## src/blpb_pkg.sv

```systemverilog
package blpb_pkg;

    localparam int LVL_W   = 16;
    localparam int HOLD_W  = 18;
    localparam int SPEED_W = 24;
    localparam int IDX_W   = 5;
    localparam int CFG_AW  = 3;
    localparam int CFG_DW  = 18;

    localparam logic [LVL_W-1:0]   FULL_SCALE = 16'd32768;
    localparam logic [SPEED_W-1:0] FALL_MAX   = 24'hFF_FFFF;
    localparam logic [16:0]        ROUND_HALF = 17'd32768;

    localparam logic [CFG_AW-1:0] CFG_ATTACK = 3'd0;
    localparam logic [CFG_AW-1:0] CFG_DECAY  = 3'd1;
    localparam logic [CFG_AW-1:0] CFG_HOLD   = 3'd2;
    localparam logic [CFG_AW-1:0] CFG_BASE   = 3'd3;
    localparam logic [CFG_AW-1:0] CFG_ACCEL  = 3'd4;

    localparam logic [15:0] ATTACK_RST = 16'd39322;
    localparam logic [15:0] DECAY_RST  = 16'd9830;
    localparam logic [16:0] HOLD_RST   = 17'd32768;
    localparam logic [17:0] BASE_RST   = 18'd29491;
    localparam logic [17:0] ACCEL_RST  = 18'd72090;

    localparam logic OP_LEVEL = 1'b0;
    localparam logic OP_TICK  = 1'b1;

    typedef enum logic [2:0] {
        S_IDLE,
        S_LOAD,
        S_MUL1,
        S_UPD,
        S_MUL2,
        S_WB
    } t_state;

    typedef struct packed {
        logic [SPEED_W-1:0] fall_speed;
        logic [HOLD_W-1:0]  hold;
        logic [LVL_W-1:0]   peak;
        logic [LVL_W-1:0]   level;
    } t_entry;

endpackage

```

## src/blpb_ram.sv

```systemverilog
module blpb_ram #(
    parameter int WIDTH = 8,
    parameter int DEPTH = 32
) (
    input  logic                                       i_clk,
    input  logic                                       i_we,
    input  logic [((DEPTH > 1) ? $clog2(DEPTH) : 1)-1:0] i_waddr,
    input  logic [WIDTH-1:0]                           i_wdata,
    input  logic                                       i_re,
    input  logic [((DEPTH > 1) ? $clog2(DEPTH) : 1)-1:0] i_raddr,
    output logic [WIDTH-1:0]                           o_rdata
);

    logic [WIDTH-1:0] r_mem [DEPTH];
    logic [WIDTH-1:0] r_rdata;

    always_ff @(posedge i_clk) begin
        if (i_we) begin
            r_mem[i_waddr] <= i_wdata;
        end
        if (i_re) begin
            r_rdata <= r_mem[i_raddr];
        end
    end

    assign o_rdata = r_rdata;

endmodule

```

## src/bar_level_peak_ballistics_top.sv

```systemverilog
// Channel    | Direction | Handshake                     | Payload
// s_axis     | in        | s_axis_tvalid / s_axis_tready | tdata: bar, target, elapsed; tuser: op
// m_axis     | out       | m_axis_tvalid / m_axis_tready | tdata: bar, bar level, peak level
// cfg        | in        | i_cfg_we                      | i_cfg_addr, i_cfg_data
//
// One request is processed at a time through a read-modify-write pass on the bar memory.
// Level requests and ticks inside the hold time pass through load, multiply, update and write-back;
// a falling-peak tick adds a second multiply; an out-of-range bar goes straight to write-back.
// The next request is accepted in the cycle after write-back, even while the result waits.
// Reset clears all bar state at once through per-bar valid bits; no clearing pass is needed.
// A stalled output holds the block in write-back until the result register frees up.
module bar_level_peak_ballistics_top
    import blpb_pkg::*;
#(
    parameter int NUM_BARS = 32
) (
    input  logic              i_clk,
    input  logic              i_rst_n,
    input  logic              s_axis_tvalid,
    output logic              s_axis_tready,
    input  logic [39:0]       s_axis_tdata,  // bar_index[4:0], target_level[20:5], elapsed_time[36:21]
    input  logic              s_axis_tuser,  // op[0]
    output logic              m_axis_tvalid,
    input  logic              m_axis_tready,
    output logic [39:0]       m_axis_tdata,  // out_bar[4:0], bar_level[20:5], peak_level[36:21]
    input  logic              i_cfg_we,
    input  logic [CFG_AW-1:0] i_cfg_addr,
    input  logic [CFG_DW-1:0] i_cfg_data
);

    localparam int AW = (NUM_BARS > 1) ? $clog2(NUM_BARS) : 1;
    localparam int EW = $bits(t_entry);

    t_state r_state, n_state;

    logic [15:0] r_attack, r_decay;
    logic [16:0] r_hold_time;
    logic [17:0] r_base, r_accel;

    logic [NUM_BARS-1:0] r_valid;
    logic                r_rd_valid;

    logic               r_op;
    logic [IDX_W-1:0]   r_idx;
    logic [LVL_W-1:0]   r_tgt;
    logic [15:0]        r_dt;
    logic               r_oob;
    logic [LVL_W-1:0]   r_lvl, r_pk;
    logic [HOLD_W-1:0]  r_hold;
    logic [SPEED_W-1:0] r_fs;
    logic [LVL_W-1:0]   r_diff;
    logic               r_up;
    logic [33:0]        r_prod;
    logic [40:0]        r_prod2;

    logic               r_out_valid;
    logic [IDX_W-1:0]   r_out_bar;
    logic [LVL_W-1:0]   r_out_lvl, r_out_pk;

    logic           w_accept, w_in_range, w_ram_re, w_ram_we, w_load_out;
    logic [AW-1:0]  w_in_addr, w_addr;
    logic [EW-1:0]  w_rdata;
    t_entry         w_entry, w_wb;
    logic [LVL_W-1:0] w_tgt_sat;
    logic [17:0]    w_mul_a;
    logic [15:0]    w_mul_b;
    logic [34:0]    w_rnd1;
    logic [24:0]    w_speed;
    logic [41:0]    w_rnd2;
    logic [25:0]    w_drop;
    logic [LVL_W-1:0] w_pk_less;

    assign w_accept   = s_axis_tvalid && s_axis_tready;
    assign w_in_range = 32'(s_axis_tdata[IDX_W-1:0]) < 32'(NUM_BARS);
    assign w_in_addr  = AW'(s_axis_tdata[IDX_W-1:0]);
    assign w_addr     = AW'(r_idx);
    assign w_ram_re   = w_accept && w_in_range;
    assign w_load_out = (r_state == S_WB) && (!r_out_valid || m_axis_tready);
    assign w_ram_we   = w_load_out && !r_oob;

    blpb_ram #(
        .WIDTH (EW),
        .DEPTH (NUM_BARS)
    ) u_ram (
        .i_clk   (i_clk),
        .i_we    (w_ram_we),
        .i_waddr (w_addr),
        .i_wdata (w_wb),
        .i_re    (w_ram_re),
        .i_raddr (w_in_addr),
        .o_rdata (w_rdata)
    );

    always_ff @(posedge i_clk) begin
        if (!i_rst_n) begin
            r_attack    <= ATTACK_RST;
            r_decay     <= DECAY_RST;
            r_hold_time <= HOLD_RST;
            r_base      <= BASE_RST;
            r_accel     <= ACCEL_RST;
        end else if (i_cfg_we) begin
            unique case (i_cfg_addr)
                CFG_ATTACK: r_attack    <= i_cfg_data[15:0];
                CFG_DECAY:  r_decay     <= i_cfg_data[15:0];
                CFG_HOLD:   r_hold_time <= i_cfg_data[16:0];
                CFG_BASE:   r_base      <= i_cfg_data;
                CFG_ACCEL:  r_accel     <= i_cfg_data;
                default: begin
                end
            endcase
        end
    end

    always_ff @(posedge i_clk) begin
        if (!i_rst_n) begin
            r_state <= S_IDLE;
        end else begin
            r_state <= n_state;
        end
    end

    always_comb begin
        n_state       = r_state;
        s_axis_tready = 1'b0;
        unique case (r_state)
            S_IDLE: begin
                s_axis_tready = 1'b1;
                if (s_axis_tvalid) begin
                    n_state = w_in_range ? S_LOAD : S_WB;
                end
            end
            S_LOAD: n_state = S_MUL1;
            S_MUL1: n_state = S_UPD;
            S_UPD:  n_state = (r_op == OP_TICK && r_hold == '0) ? S_MUL2 : S_WB;
            S_MUL2: n_state = S_WB;
            S_WB: begin
                if (w_load_out) begin
                    n_state = S_IDLE;
                end
            end
            default: n_state = S_IDLE;
        endcase
    end

    always_comb begin
        w_entry   = r_rd_valid ? t_entry'(w_rdata) : '0;
        w_tgt_sat = (r_tgt > FULL_SCALE) ? FULL_SCALE : r_tgt;
        w_mul_a   = (r_op == OP_TICK) ? r_accel : {2'b00, (r_up ? r_attack : r_decay)};
        w_mul_b   = (r_op == OP_TICK) ? r_dt : r_diff;
        w_rnd1    = 35'(r_prod) + 35'(ROUND_HALF);
        w_speed   = 25'(r_fs) + 25'(w_rnd1[34:16]);
        w_rnd2    = 42'(r_prod2) + 42'(ROUND_HALF);
        w_drop    = w_rnd2[41:16];
        w_pk_less = r_pk - w_drop[15:0];

        w_wb.level      = r_lvl;
        w_wb.peak       = r_pk;
        w_wb.hold       = r_hold;
        w_wb.fall_speed = r_fs;
        if (r_op == OP_LEVEL) begin
            if (r_lvl >= r_pk) begin
                w_wb.peak       = r_lvl;
                w_wb.hold       = 18'(r_hold_time);
                w_wb.fall_speed = '0;
            end
        end else if (r_hold != '0) begin
            w_wb.hold = (r_hold > 18'(r_dt)) ? r_hold - 18'(r_dt) : '0;
        end else if ((w_drop >= 26'(r_pk)) || (w_pk_less < r_lvl)) begin
            w_wb.peak = r_lvl;
        end else begin
            w_wb.peak = w_pk_less;
        end
    end

    always_ff @(posedge i_clk) begin
        if (w_accept) begin
            r_op       <= s_axis_tuser;
            r_idx      <= s_axis_tdata[4:0];
            r_tgt      <= s_axis_tdata[20:5];
            r_dt       <= s_axis_tdata[36:21];
            r_oob      <= !w_in_range;
            r_rd_valid <= w_in_range && r_valid[w_in_addr];
        end
        unique case (r_state)
            S_LOAD: begin
                r_lvl  <= w_entry.level;
                r_pk   <= w_entry.peak;
                r_hold <= w_entry.hold;
                r_fs   <= w_entry.fall_speed;
                r_up   <= w_tgt_sat > w_entry.level;
                r_diff <= (w_tgt_sat > w_entry.level) ? w_tgt_sat - w_entry.level
                                                       : w_entry.level - w_tgt_sat;
            end
            S_MUL1: r_prod <= 34'(w_mul_a) * 34'(w_mul_b);
            S_UPD: begin
                if (r_op == OP_LEVEL) begin
                    r_lvl <= r_up ? r_lvl + w_rnd1[31:16] : r_lvl - w_rnd1[31:16];
                end else if (r_hold == '0) begin
                    r_fs <= w_speed[24] ? FALL_MAX : w_speed[23:0];
                end
            end
            S_MUL2: r_prod2 <= 41'(25'(r_base) + 25'(r_fs)) * 41'(r_dt);
            default: begin
            end
        endcase
    end

    always_ff @(posedge i_clk) begin
        if (!i_rst_n) begin
            r_valid <= '0;
        end else if (w_ram_we) begin
            r_valid[w_addr] <= 1'b1;
        end
    end

    always_ff @(posedge i_clk) begin
        if (!i_rst_n) begin
            r_out_valid <= 1'b0;
        end else if (w_load_out) begin
            r_out_valid <= 1'b1;
        end else if (m_axis_tready) begin
            r_out_valid <= 1'b0;
        end
    end

    always_ff @(posedge i_clk) begin
        if (w_load_out) begin
            r_out_bar <= r_idx;
            r_out_lvl <= r_oob ? '0 : w_wb.level;
            r_out_pk  <= r_oob ? '0 : w_wb.peak;
        end
    end

    assign m_axis_tvalid = r_out_valid;
    assign m_axis_tdata  = {3'b000, r_out_pk, r_out_lvl, r_out_bar};

    a_one_in_flight: assert property (@(posedge i_clk) disable iff (!i_rst_n)
        w_accept |=> !s_axis_tready)
        else $error("request accepted while another is in flight");

    a_write_with_result: assert property (@(posedge i_clk) disable iff (!i_rst_n)
        w_ram_we |-> (r_state == S_WB) && w_load_out)
        else $error("bar memory written outside write-back");

    a_level_range: assert property (@(posedge i_clk) disable iff (!i_rst_n)
        r_out_valid |-> (r_out_lvl <= FULL_SCALE) && (r_out_pk <= FULL_SCALE))
        else $error("result level above full scale");

    a_peak_above_level: assert property (@(posedge i_clk) disable iff (!i_rst_n)
        r_out_valid |-> r_out_pk >= r_out_lvl)
        else $error("peak marker below bar level");

    a_oob_no_read: assert property (@(posedge i_clk) disable iff (!i_rst_n)
        (w_accept && !w_in_range) |=> (r_state == S_WB) && r_oob)
        else $error("out-of-range bar did not bypass the memory");

endmodule

```

## config.mk

```make
export PLATFORM = sky130hd
export DESIGN_NAME = bar_level_peak_ballistics_top
export DESIGN_NICKNAME = d
export VERILOG_FILES = /design/src/blpb_pkg.sv /design/src/blpb_ram.sv /design/src/bar_level_peak_ballistics_top.sv
export SDC_FILE = /design/constraint.sdc
export NUM_CORES = 2
export LEC_CHECK = 0
export BUFFER_PORTS_ARGS = -buffer_cell sky130_fd_sc_hd__buf_2
export CORE_ASPECT_RATIO = 1.1
export CORE_MARGIN = 3
export CORE_UTILIZATION = 30
export DETAILED_ROUTE_END_ITERATION = 16
export MAX_ROUTING_LAYER = met4
export PLACE_DENSITY = 0.53
export REMOVE_ABC_BUFFERS = 1
export SETUP_SLACK_MARGIN = 0.2
export SYNTH_ARGS = -nofsm -noshare
export SYNTH_HDL_FRONTEND = slang
export SYNTH_SLANG_ARGS = --single-unit
```

## constraint.sdc

```tcl
create_clock -name i_clk -period 22.1 [get_ports i_clk]
set_input_delay 3.315 -clock i_clk [delete_from_list [all_inputs] [get_ports i_clk]]
set_output_delay 3.315 -clock i_clk [all_outputs]
set_load 0.05 [all_outputs]
```

==> flow_summary.json <==
{
  "status": "complete, no violations",
  "fmax_mhz": 99.75,
  "nNetsFinal": 9261,
  "via_per_inst": 5.082,
  "grt_pass1_wl_um": 554200,
  "grt.total_usage": 0.1751,
  "die_area_sq_um": 451600,
  "grt_overflow": 0,
  "crit_fanout": 16,
  "synthMostInstantiatedCell": "edfxtp_1",
  "cp-end-kind": "register",
  "placedCellCount": 13750,
  "cts_resized": 0,
  "synth_flop_cell": "edfxtp_1",
  "clk_latency_ns": 0.93,
  "post_cts_buffers": 0,
  "grt_pass1_vias": 75890,
  "num_vias": 72660,
  "reg2reg_depth": 34,
  "tns_ns": 0,
  "min_from": "r_valid[26]",
  "final_hold_viol_count": 0,
  "rsz0062_at_grt": "no",
  "hpwl_um": 233200,
  "postPlaceCellArea_sq_um": 141600,
  "drive_gt1_frac": 0.1986,
  "setup_viol": 0,
  "syn_area_per_cell_sq_um": 16.60,
  "ys_seq_elements": 2775,
  "ant_nets": 0,
  "synth_top_area_cell": "edfxtp_1",
  "cts_hold_buf": 0,
  "cap_viol_max_count": 0,
  "seq_area_frac_synth": 0.6171,
  "r2r_start": "r_fs[0]",
  "start_util": 0.3024,
  "period_minus_slack_ns": 10.03,
  "drtIter0Drc": 7110,
  "slowest_stage": "edfxtp_1",
  "ios": 109,
  "drt-pass1-iter-count": 5,
  "slew_violations": 0,
  "r2r-end": "r_prod2[33]",
  "clk_pin_slew_ns": 0.06,
  "place_congestion": 0.8565,
  "htreeDepth": 5,
  "reg2reg_slack_ns": 12.07,
  "worstSetupPathType": "register to register",
  "final_area_sq_um": 151200,
  "syn_area_sq_um": 133100,
  "cpMostUsedCell": "fa_1",
  "clock_sinks": 2775,
  "cts_buffers": 301,
  "die_h_um": 704.5,
  "setup.worst_path.start_class": "register",
  "synth_edf_count": 2654,
  "finClkSkew_ns": 0.07094,
  "antenna_found_initial": 45,
  "synth_top_area_frac": 0.5989,
  "crit_path_start": "r_fs[0]",
  "synth_cells": 8018,
  "wl_per_cell_um": 27.23,
  "hold_class": "register to register",
  "core_sq_um": 440000,
  "period_share": 0.4536,
  "cts_tree": "done",
  "stdcell_count": 14300,
  "grt_max_degree": 108,
  "cp.arrival_ns": 10.65,
  "port_buffers": 102,
  "wirelength_um": 389300,
  "slowest_delay_ns": 0.71,
  "ys_top_cells_by_count": "2,654 x edfxtp_1, 753 x inv_1, 750 x mux4_2, 750 x nand2_1, 547 x fa_1",
  "hold-path-endpoint": "r_valid[26]",
  "worstHoldPathCells": 1,
  "worstPathRequired_ns": 22.73,
  "relSlewSlack": 0.08368,
  "synth.area.top_cells": "edfxtp_1 60%, mux4_2 13%, fa_1 8.2%",
  "cts_root_buf": "clkbuf_16",
  "ctsLongestPathBuffers": 4,
  "worst_pin_slew_ns": 1.374,
  "yosys_warnings": 0,
  "synth_cell_types": 84,
  "ys_async_sr_fraction": 0,
  "area_growth_pct": 13.64,
  "std_cell_rows": 255,
  "die_w_um": 641.0,
  "drc_errors": 0
}
==> worst max path at each step <==
stage / end / cells past startpoint
floorplan: u_ram.r_mem[28][0] / 6
global placement: r_prod2[33] / 34
detailed placement: r_prod2[33] / 34
CTS: r_prod2[33] / 34
global route: r_prod2[33] / 34
finish: r_prod2[33] / 34
==> final cells by class <==
| class | count | area [sq um] |
|---|---|---|
| Antenna cell | 10 | 25.02 |
| Clock buffer | 386 | 8039 |
| Clock inverter | 151 | 1565 |
| Fill cell | 41420 | 288800 |
| Inverter | 753 | 2826 |
| Multi-Input combinational cell | 4120 | 47160 |
| Sequential cell | 2775 | 82120 |
| Tap cell | 5782 | 7234 |
| Timing Repair Buffer | 319 | 2240 |
==> critical path, delay by kind of cell (launching register included) <==
kind | cells | cell delay (ns)
AO/OA/AOI/OAI | 15 | 3.53
XOR/XNOR | 2 | 0.21
adder cells (fa/ha/maj) | 9 | 4.13
buffers and inverters | 5 | 0.67
flip-flops | 1 | 0.71
AND/OR/NAND/NOR | 3 | 0.42
==> routing by layer <==
metal,share of wire,track usage
met5,0,-
met4,0.022,0.03812
met3,0.061,0.02295
met2,0.49,0.2861
met1,0.42,0.2334
==> through the flow <==
step / setup slack, ns / util / hold slack (ns)
6_report: 12.07 / 0.3437 / 0.4620
5_1_grt: 11.54 / 0.3436 / 0.4804
4_1_cts: 12.08 / 0.3436 / 0.4617
3_5_place_dp: 12.15 / 0.3218 / 0.4476
3_3_place_gp: 12.20 / 0.3218 / 0.4415
2_1_floorplan: 12.86 / - / 0.4354
==> cells in the final DEF (no fill, tap or decap), drive strengths merged, types with 30 or more instances in the layout <==
| master | count |
|---|---|
| a21boi | 63 |
| a21o | 66 |
| a21oi | 150 |
| a31oi | 38 |
| and2 | 206 |
| and3 | 36 |
| buf | 317 |
| clkbuf | 388 |
| clkinv | 103 |
| dfxtp | 121 |
| edfxtp | 2654 |
| fa | 547 |
| ha | 377 |
| inv | 771 |
| mux2 | 92 |
| mux2i | 42 |
| mux4 | 750 |
| nand2 | 750 |
| nand2b | 30 |
| nand3 | 80 |
| nand4 | 31 |
| nor2 | 196 |
| nor2b | 47 |
| nor3 | 39 |
| o21a | 58 |
| o21ai | 129 |
| xnor2 | 113 |
| xor2 | 76 |
==> sequential cells by signal (all words and copies together), names as in the netlist, 17 cells and up <==
register / flops
r_hold: 18
r_hold_time: 17
r_fs: 24
r_valid: 32
r_prod2: 26
r_accel: 18
r_base: 18
r_prod: 19
u_ram.r_mem: 2368
u_ram.o_rdata: 74
==> logic make-up (layout without fill, tap and decap cells) <==
group           after synthesis  after routing  synth area share
compound gates              630            630           0.03080
xor+xnor                    189            189           0.01244
mux                         884            884            0.1379
buf+inv                    1125           1609           0.03206
simple gates               1490           1490           0.05184
fa+ha+maj                   924            924            0.1177
other cells                   1             13        0.00002818
flops                      2775           2775            0.6171
Power is not shown: default switching activity piles up to over one toggle a cycle in this logic, so the estimate is an artifact.
